`src/rtl/rtll_pkg.sv`:
```
package rtll_pkg;

  // number of route table slots
  localparam int ROUTE_SLOTS = 16;
  localparam int IDX_W       = (ROUTE_SLOTS > 1) ? $clog2(ROUTE_SLOTS) : 1;
  localparam int CNT_W       = $clog2(ROUTE_SLOTS + 1);

  localparam logic [31:0] STALE_LIMIT_RST = 32'd20;
  localparam logic [31:0] OWN_ADDRESS_RST = 32'd0;

  // register indexes on the configuration port
  localparam logic REG_STALE_LIMIT = 1'b0;
  localparam logic REG_OWN_ADDRESS = 1'b1;

  typedef struct packed {
    logic [31:0] stale_limit;
    logic [31:0] own_address;
  } cfg_t;

  // one route table entry as held in the slot memory
  typedef struct packed {
    logic [31:0] addr;
    logic [7:0]  port;
    logic [47:0] mac;
    logic [7:0]  hops;
    logic [31:0] stamp;
  } entry_t;

  typedef struct packed {
    logic match;
    logic stale;
  } eval_t;

endpackage

```
`src/rtl/rtll_ram.sv`:
```
module rtll_ram #(
  parameter int WIDTH = 8,
  parameter int DEPTH = 16,
  parameter int AW    = (DEPTH > 1) ? $clog2(DEPTH) : 1
) (
  input  logic             clk,
  input  logic             we,
  input  logic [AW-1:0]    waddr,
  input  logic [WIDTH-1:0] wdata,
  input  logic [AW-1:0]    raddr,
  output logic [WIDTH-1:0] rdata
);

  logic [WIDTH-1:0] mem [DEPTH];

  always_ff @(posedge clk) begin
    if (we) begin
      mem[waddr] <= wdata;
    end
    rdata <= mem[raddr];
  end

endmodule

```
`src/rtl/rtll_cfg.sv`:
```
module rtll_cfg (
  input  logic                clk,
  input  logic                rst_n,
  input  logic                psel,
  input  logic                penable,
  input  logic                pwrite,
  input  logic [2:0]          paddr,
  input  logic [31:0]         pwdata,
  output logic [31:0]         prdata,
  output logic                pready,
  output rtll_pkg::cfg_t      cfg
);

  rtll_pkg::cfg_t cfg_r;
  rtll_pkg::cfg_t cfg_nxt;
  logic           wr_en;

  assign pready = 1'b1;
  assign wr_en  = psel && penable && pwrite;

  always_comb begin
    cfg_nxt = cfg_r;
    if (wr_en) begin
      unique case (paddr[2])
        rtll_pkg::REG_STALE_LIMIT: cfg_nxt.stale_limit = pwdata;
        rtll_pkg::REG_OWN_ADDRESS: cfg_nxt.own_address = pwdata;
        default:                   cfg_nxt = cfg_r;
      endcase
    end
  end

  always_comb begin
    unique case (paddr[2])
      rtll_pkg::REG_STALE_LIMIT: prdata = cfg_r.stale_limit;
      rtll_pkg::REG_OWN_ADDRESS: prdata = cfg_r.own_address;
      default:                   prdata = '0;
    endcase
  end

  always_ff @(posedge clk) begin
    if (!rst_n) begin
      cfg_r.stale_limit <= rtll_pkg::STALE_LIMIT_RST;
      cfg_r.own_address <= rtll_pkg::OWN_ADDRESS_RST;
    end else begin
      cfg_r <= cfg_nxt;
    end
  end

  assign cfg = cfg_r;

endmodule

```
`src/rtl/rtll_slot_eval.sv`:
```
module rtll_slot_eval (
  input  rtll_pkg::entry_t entry,
  input  logic             slot_valid,
  input  logic [31:0]      key,
  input  logic [31:0]      now,
  input  logic [31:0]      stale_limit,
  output rtll_pkg::eval_t  ev
);

  logic [31:0] age;

  // wrap-safe age
  assign age      = now - entry.stamp;
  assign ev.match = slot_valid && (entry.addr == key);
  assign ev.stale = (age >= stale_limit);

endmodule

```
`src/rtl/route_table_learn_lookup_top.sv`:
```
// Reverse-route table with aging. Each input item is one received routing packet: the block
// first learns the route back to the item's source (an existing slot is updated only when
// forced, stale or offering no more hops; with no existing slot, take the lowest free slot,
// else the lowest stale slot, else flag learn_dropped), then looks up the destination and
// returns its port, next-hop MAC and hop count when the entry is fresh. The lookup sees the
// learning of the same item. All entries sit in one slot memory with a single read port,
// scanned one slot a cycle; the learning scan is skipped when the source equals own_address.
// The result sits in an output register, so a new item is taken while a finished result
// still waits. Slot valid bits are flip-flops cleared by reset, so no clearing pass is
// needed. The user must write configuration (stale_limit at 0x0, own_address at 0x4) only
// while the block is idle; the block itself does not enforce this.
module route_table_learn_lookup_top (
  input  logic        clk,
  input  logic        rst_n,

  input  logic        in_valid,
  output logic        in_stall,
  input  logic [31:0] in_source_addr,
  input  logic [7:0]  in_arrival_port,
  input  logic [47:0] in_neighbour_mac,
  input  logic [7:0]  in_learned_hops,
  input  logic        in_force_update,
  input  logic [31:0] in_lookup_addr,
  input  logic [31:0] in_now_seconds,

  output logic        out_valid,
  input  logic        out_stall,
  output logic        out_route_changed,
  output logic        out_learn_dropped,
  output logic        out_route_hit,
  output logic [7:0]  out_port,
  output logic [47:0] out_next_mac,
  output logic [7:0]  out_route_hops,

  input  logic        psel,
  input  logic        penable,
  input  logic        pwrite,
  input  logic [2:0]  paddr,
  input  logic [31:0] pwdata,
  output logic [31:0] prdata,
  output logic        pready
);

  localparam int N     = rtll_pkg::ROUTE_SLOTS;
  localparam int IDX_W = rtll_pkg::IDX_W;
  localparam int CNT_W = rtll_pkg::CNT_W;

  typedef enum logic [4:0] {
    ST_IDLE  = 5'b00001,
    ST_LEARN = 5'b00010,
    ST_WRITE = 5'b00100,
    ST_LOOK  = 5'b01000,
    ST_DONE  = 5'b10000
  } state_t;

  rtll_pkg::cfg_t   cfg;
  rtll_pkg::entry_t rd_entry;
  rtll_pkg::entry_t wr_entry;
  rtll_pkg::eval_t  ev;

  state_t state_r, state_nxt;

  // scan control
  logic [CNT_W-1:0] cnt_r, cnt_nxt;
  logic             rd_vld_r, rd_vld_nxt;
  logic [IDX_W-1:0] rd_idx_r, rd_idx_nxt;
  logic             scan_issue;

  // latched item
  logic [31:0] src_r, dst_r, now_r;
  logic [7:0]  port_r, hops_r;
  logic [47:0] mac_r;
  logic        force_r;

  // learning scan results
  logic             found_r, found_nxt;
  logic [IDX_W-1:0] found_idx_r, found_idx_nxt;
  logic [7:0]       found_hops_r, found_hops_nxt;
  logic             found_stale_r, found_stale_nxt;
  logic             free_r, free_nxt;
  logic [IDX_W-1:0] free_idx_r, free_idx_nxt;
  logic             stl_r, stl_nxt;
  logic [IDX_W-1:0] stl_idx_r, stl_idx_nxt;

  // per item result
  logic        changed_r, changed_nxt;
  logic        dropped_r, dropped_nxt;
  logic        lk_found_r, lk_found_nxt;
  logic        hit_r, hit_nxt;
  logic [7:0]  hport_r, hport_nxt;
  logic [47:0] hmac_r, hmac_nxt;
  logic [7:0]  hhops_r, hhops_nxt;

  // output register
  logic        out_valid_r, out_valid_nxt;
  logic        o_changed_r, o_dropped_r, o_hit_r;
  logic [7:0]  o_port_r, o_hops_r;
  logic [47:0] o_mac_r;
  logic        out_load;

  logic [N-1:0]     valid_r;
  logic             ram_we;
  logic [IDX_W-1:0] wr_idx;
  logic             in_acc;
  logic [31:0]      key;

  rtll_cfg u_cfg (
    .clk     (clk),
    .rst_n   (rst_n),
    .psel    (psel),
    .penable (penable),
    .pwrite  (pwrite),
    .paddr   (paddr),
    .pwdata  (pwdata),
    .prdata  (prdata),
    .pready  (pready),
    .cfg     (cfg)
  );

  rtll_ram #(
    .WIDTH ($bits(rtll_pkg::entry_t)),
    .DEPTH (N)
  ) u_slots (
    .clk   (clk),
    .we    (ram_we),
    .waddr (wr_idx),
    .wdata (wr_entry),
    .raddr (cnt_r[IDX_W-1:0]),
    .rdata (rd_entry)
  );

  // key follows the phase: source while learning, destination while looking up
  assign key = (state_r == ST_LEARN) ? src_r : dst_r;

  rtll_slot_eval u_eval (
    .entry       (rd_entry),
    .slot_valid  (valid_r[rd_idx_r]),
    .key         (key),
    .now         (now_r),
    .stale_limit (cfg.stale_limit),
    .ev          (ev)
  );

  assign in_stall   = (state_r != ST_IDLE);
  assign in_acc     = in_valid && !in_stall;
  assign scan_issue = (cnt_r < CNT_W'(N));
  assign out_load   = (state_r == ST_DONE) && (!out_valid_r || !out_stall);

  assign wr_entry.addr  = src_r;
  assign wr_entry.port  = port_r;
  assign wr_entry.mac   = mac_r;
  assign wr_entry.hops  = hops_r;
  assign wr_entry.stamp = now_r;

  // learning decision, taken in the write cycle
  always_comb begin
    ram_we      = 1'b0;
    wr_idx      = found_idx_r;
    changed_nxt = changed_r;
    dropped_nxt = dropped_r;
    if (state_r == ST_WRITE) begin
      priority if (found_r) begin
        if (force_r || found_stale_r || (hops_r <= found_hops_r)) begin
          ram_we      = 1'b1;
          changed_nxt = (hops_r != found_hops_r);
        end
      end else if (free_r) begin
        ram_we      = 1'b1;
        wr_idx      = free_idx_r;
        changed_nxt = 1'b1;
      end else if (stl_r) begin
        ram_we      = 1'b1;
        wr_idx      = stl_idx_r;
        changed_nxt = 1'b1;
      end else begin
        dropped_nxt = 1'b1;
      end
    end else if (in_acc) begin
      changed_nxt = 1'b0;
      dropped_nxt = 1'b0;
    end
  end

  // sequencer and scans
  always_comb begin
    state_nxt       = state_r;
    cnt_nxt         = cnt_r;
    rd_vld_nxt      = 1'b0;
    rd_idx_nxt      = cnt_r[IDX_W-1:0];
    found_nxt       = found_r;
    found_idx_nxt   = found_idx_r;
    found_hops_nxt  = found_hops_r;
    found_stale_nxt = found_stale_r;
    free_nxt        = free_r;
    free_idx_nxt    = free_idx_r;
    stl_nxt         = stl_r;
    stl_idx_nxt     = stl_idx_r;
    lk_found_nxt    = lk_found_r;
    hit_nxt         = hit_r;
    hport_nxt       = hport_r;
    hmac_nxt        = hmac_r;
    hhops_nxt       = hhops_r;

    unique case (state_r)
      ST_IDLE: begin
        if (in_acc) begin
          cnt_nxt      = '0;
          found_nxt    = 1'b0;
          free_nxt     = 1'b0;
          stl_nxt      = 1'b0;
          lk_found_nxt = 1'b0;
          hit_nxt      = 1'b0;
          hport_nxt    = '0;
          hmac_nxt     = '0;
          hhops_nxt    = '0;
          // no learning for our own address
          state_nxt    = (in_source_addr == cfg.own_address) ? ST_LOOK : ST_LEARN;
        end
      end
      ST_LEARN: begin
        rd_vld_nxt = scan_issue;
        if (scan_issue) begin
          cnt_nxt = cnt_r + CNT_W'(1);
        end else if (!rd_vld_r) begin
          state_nxt = ST_WRITE;
        end
        if (rd_vld_r) begin
          if (ev.match && !found_r) begin
            found_nxt       = 1'b1;
            found_idx_nxt   = rd_idx_r;
            found_hops_nxt  = rd_entry.hops;
            found_stale_nxt = ev.stale;
          end
          if (!valid_r[rd_idx_r] && !free_r) begin
            free_nxt     = 1'b1;
            free_idx_nxt = rd_idx_r;
          end
          // stale reuse only matters once every slot is valid
          if (valid_r[rd_idx_r] && ev.stale && !stl_r) begin
            stl_nxt     = 1'b1;
            stl_idx_nxt = rd_idx_r;
          end
        end
      end
      ST_WRITE: begin
        cnt_nxt   = '0;
        state_nxt = ST_LOOK;
      end
      ST_LOOK: begin
        rd_vld_nxt = scan_issue;
        if (scan_issue) begin
          cnt_nxt = cnt_r + CNT_W'(1);
        end else if (!rd_vld_r) begin
          state_nxt = ST_DONE;
        end
        if (rd_vld_r && ev.match && !lk_found_r) begin
          lk_found_nxt = 1'b1;
          if (!ev.stale) begin
            hit_nxt   = 1'b1;
            hport_nxt = rd_entry.port;
            hmac_nxt  = rd_entry.mac;
            hhops_nxt = rd_entry.hops;
          end
        end
      end
      ST_DONE: begin
        if (out_load) begin
          state_nxt = ST_IDLE;
        end
      end
      default: state_nxt = ST_IDLE;
    endcase
  end

  // output register: holds while stalled, frees when taken
  always_comb begin
    out_valid_nxt = out_valid_r && out_stall;
    if (out_load) begin
      out_valid_nxt = 1'b1;
    end
  end

  always_ff @(posedge clk) begin
    if (!rst_n) begin
      state_r     <= ST_IDLE;
      cnt_r       <= '0;
      rd_vld_r    <= 1'b0;
      valid_r     <= '0;
      out_valid_r <= 1'b0;
    end else begin
      state_r     <= state_nxt;
      cnt_r       <= cnt_nxt;
      rd_vld_r    <= rd_vld_nxt;
      out_valid_r <= out_valid_nxt;
      if (ram_we) begin
        valid_r[wr_idx] <= 1'b1;
      end
    end
  end

  always_ff @(posedge clk) begin
    if (in_acc) begin
      src_r   <= in_source_addr;
      port_r  <= in_arrival_port;
      mac_r   <= in_neighbour_mac;
      hops_r  <= in_learned_hops;
      force_r <= in_force_update;
      dst_r   <= in_lookup_addr;
      now_r   <= in_now_seconds;
    end
    rd_idx_r      <= rd_idx_nxt;
    found_r       <= found_nxt;
    found_idx_r   <= found_idx_nxt;
    found_hops_r  <= found_hops_nxt;
    found_stale_r <= found_stale_nxt;
    free_r        <= free_nxt;
    free_idx_r    <= free_idx_nxt;
    stl_r         <= stl_nxt;
    stl_idx_r     <= stl_idx_nxt;
    changed_r     <= changed_nxt;
    dropped_r     <= dropped_nxt;
    lk_found_r    <= lk_found_nxt;
    hit_r         <= hit_nxt;
    hport_r       <= hport_nxt;
    hmac_r        <= hmac_nxt;
    hhops_r       <= hhops_nxt;
    if (out_load) begin
      o_changed_r <= changed_r;
      o_dropped_r <= dropped_r;
      o_hit_r     <= hit_r;
      o_port_r    <= hport_r;
      o_mac_r     <= hmac_r;
      o_hops_r    <= hhops_r;
    end
  end

  assign out_valid         = out_valid_r;
  assign out_route_changed = o_changed_r;
  assign out_learn_dropped = o_dropped_r;
  assign out_route_hit     = o_hit_r;
  assign out_port          = o_port_r;
  assign out_next_mac      = o_mac_r;
  assign out_route_hops    = o_hops_r;

  // a learning step either changes a route or drops it, never both
  a_changed_xor_dropped: assert property (@(posedge clk) disable iff (!rst_n)
    out_valid |-> !(out_route_changed && out_learn_dropped))
    else $error("route changed and learning dropped on the same item");

  // a written slot is marked valid right after the write
  a_write_sets_valid: assert property (@(posedge clk) disable iff (!rst_n)
    $past(ram_we) |-> valid_r[$past(wr_idx)])
    else $error("slot written but not marked valid");

  // a lookup miss returns all-zero route fields
  a_miss_zero: assert property (@(posedge clk) disable iff (!rst_n)
    (out_valid && !out_route_hit) |->
      (out_port == 8'd0 && out_next_mac == 48'd0 && out_route_hops == 8'd0))
    else $error("lookup miss with non-zero route fields");

  // the slot memory is only written between the two scans
  a_write_phase: assert property (@(posedge clk) disable iff (!rst_n)
    ram_we |=> (state_r == ST_LOOK) && (cnt_r == '0))
    else $error("slot write outside the learning write cycle");

endmodule
```
`config.mk`:
```
export PLATFORM = sky130hd
export DESIGN_NAME = route_table_learn_lookup_top
export DESIGN_NICKNAME = d
export VERILOG_FILES = /design/src/rtl/rtll_pkg.sv /design/src/rtl/rtll_ram.sv /design/src/rtl/rtll_cfg.sv /design/src/rtl/rtll_slot_eval.sv /design/src/rtl/route_table_learn_lookup_top.sv
export SDC_FILE = /design/constraint.sdc
export NUM_CORES = 2
export LEC_CHECK = 0
export BUFFER_PORTS_ARGS = -buffer_cell sky130_fd_sc_hd__buf_2
export CAP_MARGIN = 20
export CORE_UTILIZATION = 62
export CTS_CLUSTER_SIZE = 25
export DETAILED_ROUTE_END_ITERATION = 10
export GPL_TIMING_DRIVEN = 0
export HOLD_SLACK_MARGIN = 0.02
export PLACE_DENSITY = 0.8
export REMOVE_ABC_BUFFERS = 1
export SLEW_MARGIN = 10
export SYNTH_ARGS = -nofsm -noshare
export SYNTH_HDL_FRONTEND = slang
export SYNTH_SLANG_ARGS = --single-unit
export TNS_END_PERCENT = 30
```
`constraint.sdc`:
```
create_clock -name clk -period 10.6 [get_ports clk]
set_clock_uncertainty 0.05 [all_clocks]
set_input_delay 0.53 -clock clk [delete_from_list [all_inputs] [get_ports clk]]
set_output_delay 0.53 -clock clk [all_outputs]
set_load 0.01 [all_outputs]
```
==> impl_metrics.ini <==
[outcome]
outcome = finished, violations left
violations = DRC

[clock_network]
clk_latency_ns = 0.85
cts_max_level = 4
cts_tree = yes
cts_max_path_buffers = 3
cts_buffers = 238
cts.sinks = 2592
path_clk_slew_ns = 0.06
root_buffer = clkbuf_16

[placement]
portBuffers = 301
place_inst = 6770
placed_area_sq_um = 105000
gp_congestion = 0.869
hpwlAfterDp_um = 146000

[logic_synthesis]
synth.distinct_cells = 73
synth.area.mux_share = 0.151
synthSimpleGateAreaFrac = 0.0215
synth_top_family_by_area = multiplexers
yosysMostFrequentCell = edfxtp_1
netlist_top_cells_count = 2368 x edfxtp_1, 645 x mux4_2, 224 x dfxtp_1
netlist_area_sq_um = 97200
avgSynthCellArea_sq_um = 21.9
synth_flop_cell = edfxtp_1
synth_warnings = 0
synth_area_leaders = edfxtp_1 73%, mux4_2 15%, dfxtp_1 4.6%, ha_1 0.93%, nand2_1 0.70%
seq_area_frac_synth = 0.778
netlist.area_leader.share = 0.732
synth-xor-area-share = 0.00757
synth_seq_cells = 2592
synth_edf_count = 2368
synth_compound_area_frac = 0.0209
synthArstFlopShare = 0
syn_inst = 4429
yosys.area.top_type = edfxtp_1
synth_fa_ha_area_frac = 0.00948

[final_layout]
regArea_sq_um = 75600
fill_cells = 7810
fin_cells = 7425
fin_area_sq_um = 115000
multi_input_area_sq_um = 20600
final_util = 0.742
areaGrowthSynthToFinish_pct = 18.2
drive_gt1_frac = 0.286
nNetsFinal = 5437

[floorplan]
ios = 305
num_rows = 144
die_area_sq_um = 158000
die_y_um = 398
start_util = 0.628
core_area_sq_um = 155000
fp.dieW_um = 398

[sta]
fin_crit_ns = 6.77
setup_viol_count_final = 0
rsz0062_at_grt = false
slew_violations = 0
fmax_mhz = 148
relSlewSlack = 0.181
tightestPinTransition_ns = 1.22
fin_crit_sh = 0.638
finalHoldViolations = 0

[global_route]
grt_overflow = 0
grt_max_degree = 68
grt_pass1_wl_um = 362000
gr-usage-all-layers = 0.326
antenna_found_initial = 9
first_global_vias = 51100

[setup_path]
worstPathArrival_ns = 7.24
cp_max_fo = 20
worstPathRequired_ns = 11.08
worstPathCellList = inv_1, ha_1, inv_1, fa_1, a211oi_1, o21bai_1, a211oi_1, a21oi_1, o21ai_0, a31oi_1, o21a_1, nor2_1, xnor2_1, ha_1, a21o_1, a21oi_1, o21ai_0, a211o_1, o21a_1, nor2_4, buf_16, buf_12
crit_slowest_cell = a211oi_1
crit_type = register to register
endpoint_kind = register
startpoint_type = register
cpPeakStageDelay_ns = 0.69

[min_path]
hp-class = input port to register

[drt]
via_per_inst = 6.80
drtAntennaViolNets = 0
drc = 2
dr.pass1.iters = 11
first_iter_violations = 7332
vias = 50500
wl_per_cell_um = 34.3
wl_um = 255000

[power]
p_leak_nw = 36.9
power.density_nw_per_um2 = 214
vdd_drop_max_v = 0.000186
total_power_w = 0.0246

[job]
maxCapViolCount = 0
## cells in the final DEF (no fill, tap or decap), types with 23 or more instances in the layout
master,Yosys,final
o21ai_0,68,68
and2_1,68,68
buf_16,0,73
xor2_1,64,64
clkinv_2,0,52
clkbuf_8,0,30
bufinv_16,0,23
mux4_2,645,645
clkbuf_1,135,56
o21a_1,26,26
a21oi_1,50,49
inv_1,104,102
edfxtp_1,2368,2368
ha_1,72,72
a21boi_0,63,63
dfxtp_1,224,220
nand3_1,31,31
buf_12,0,107
buf_2,5,302
clkbuf_16,0,245
nor2_1,50,31
clkinv_1,0,32
nand2_1,182,182
dlygate4sd3_1,0,194
## logic make-up (layout without fill, tap and decap cells)
logic type / count (synthesis) / count (layout)
buffers and inverters: 293 / 1238
flip-flops: 2592 / 2592
other: 1 / 8
XOR/XNOR: 84 / 84
AND/OR/NAND/NOR: 427 / 427
multiplexers: 658 / 658
adder cells (fa/ha/maj): 73 / 73
AO/OA/AOI/OAI: 301 / 301
## metal layers
| layer | track usage | wire [um] |
|---|---|---|
| met5 | 0 | 26 |
| met4 | 0.134 | 12000 |
| met3 | 0.0900 | 30700 |
| met2 | 0.523 | 125000 |
| met1 | 0.425 | 87500 |
## final timing paths
check	start	end	slack, ns	cells after the start
hold / removal	out_stall	out_valid$_SDFF_PN0_	0.09	3
hold reg to reg	hmac_r[5]$_SDFFCE_PN0P_	out_next_mac[5]$_DFFE_PP_	0.36	0
setup / recovery	now_r[0]$_DFFE_PP_	hmac_r[12]$_SDFFCE_PN0P_	3.83	22
setup reg to reg	now_r[0]$_DFFE_PP_	hmac_r[12]$_SDFFCE_PN0P_	3.83	22
## worst max-delay path: cells and delay by family, from the launching register on
kind            cells  cell delay [ns]
xor+xnor            1             0.18
fa+ha+maj           3             0.93
simple gates        2             0.50
flops               1             0.62
compound gates     12             3.40
buf+inv             4             0.69
## sequential cells by signal, summed over array words and instances, names as in the netlist, 32 cells and up
| register | cells |
|---|---|
| out_next_mac | 48 |
| mac_r | 48 |
| u_slots.rdata | 128 |
| u_slots.mem | 2048 |
| dst_r | 32 |
| src_r | 32 |
| u_cfg.cfg | 64 |
| hmac_r | 48 |
| now_r | 32 |
## final cells by class
class                   count  area share
repair buffers            680      0.0666
well taps                2044      0.0223
diodes                      7    0.000153
flip-flops and latches   2592       0.659
clock inverters           122      0.0105
clock buffers             331      0.0588
inverters                 105     0.00356
multi-input cells        1544       0.179
## power breakdown
group | total (W) | switching (W) | internal (W)
logic | 0.00295 | 0.00159 | 0.00136
clock network | 0.00873 | 0.00374 | 0.00499
registers | 0.0129 | 0.000721 | 0.0122
## stage by stage
step / setup TNS (ns) / setup slack, ns / hold WS, ns
floorplan: -1577.85 / -11.79 / 0.350
global placement: - / -21.41 / 0.351
detailed placement: 0 / 4.18 / 0.355
CTS: 0 / 4.08 / 0.0331
global route: 0 / 3.56 / 0.0875
finish: 0 / 3.83 / 0.0930
## repair_timing
| action | in CTS | in global routing |
|---|---|---|
| buffers inserted | 0 | 0 |
| hold buffers | 194 | 0 |
| resized for setup | 0 | 0 |
| hold endpoints to repair | 233 | 0 |
Note: power is estimated with default switching activity, not from simulation.
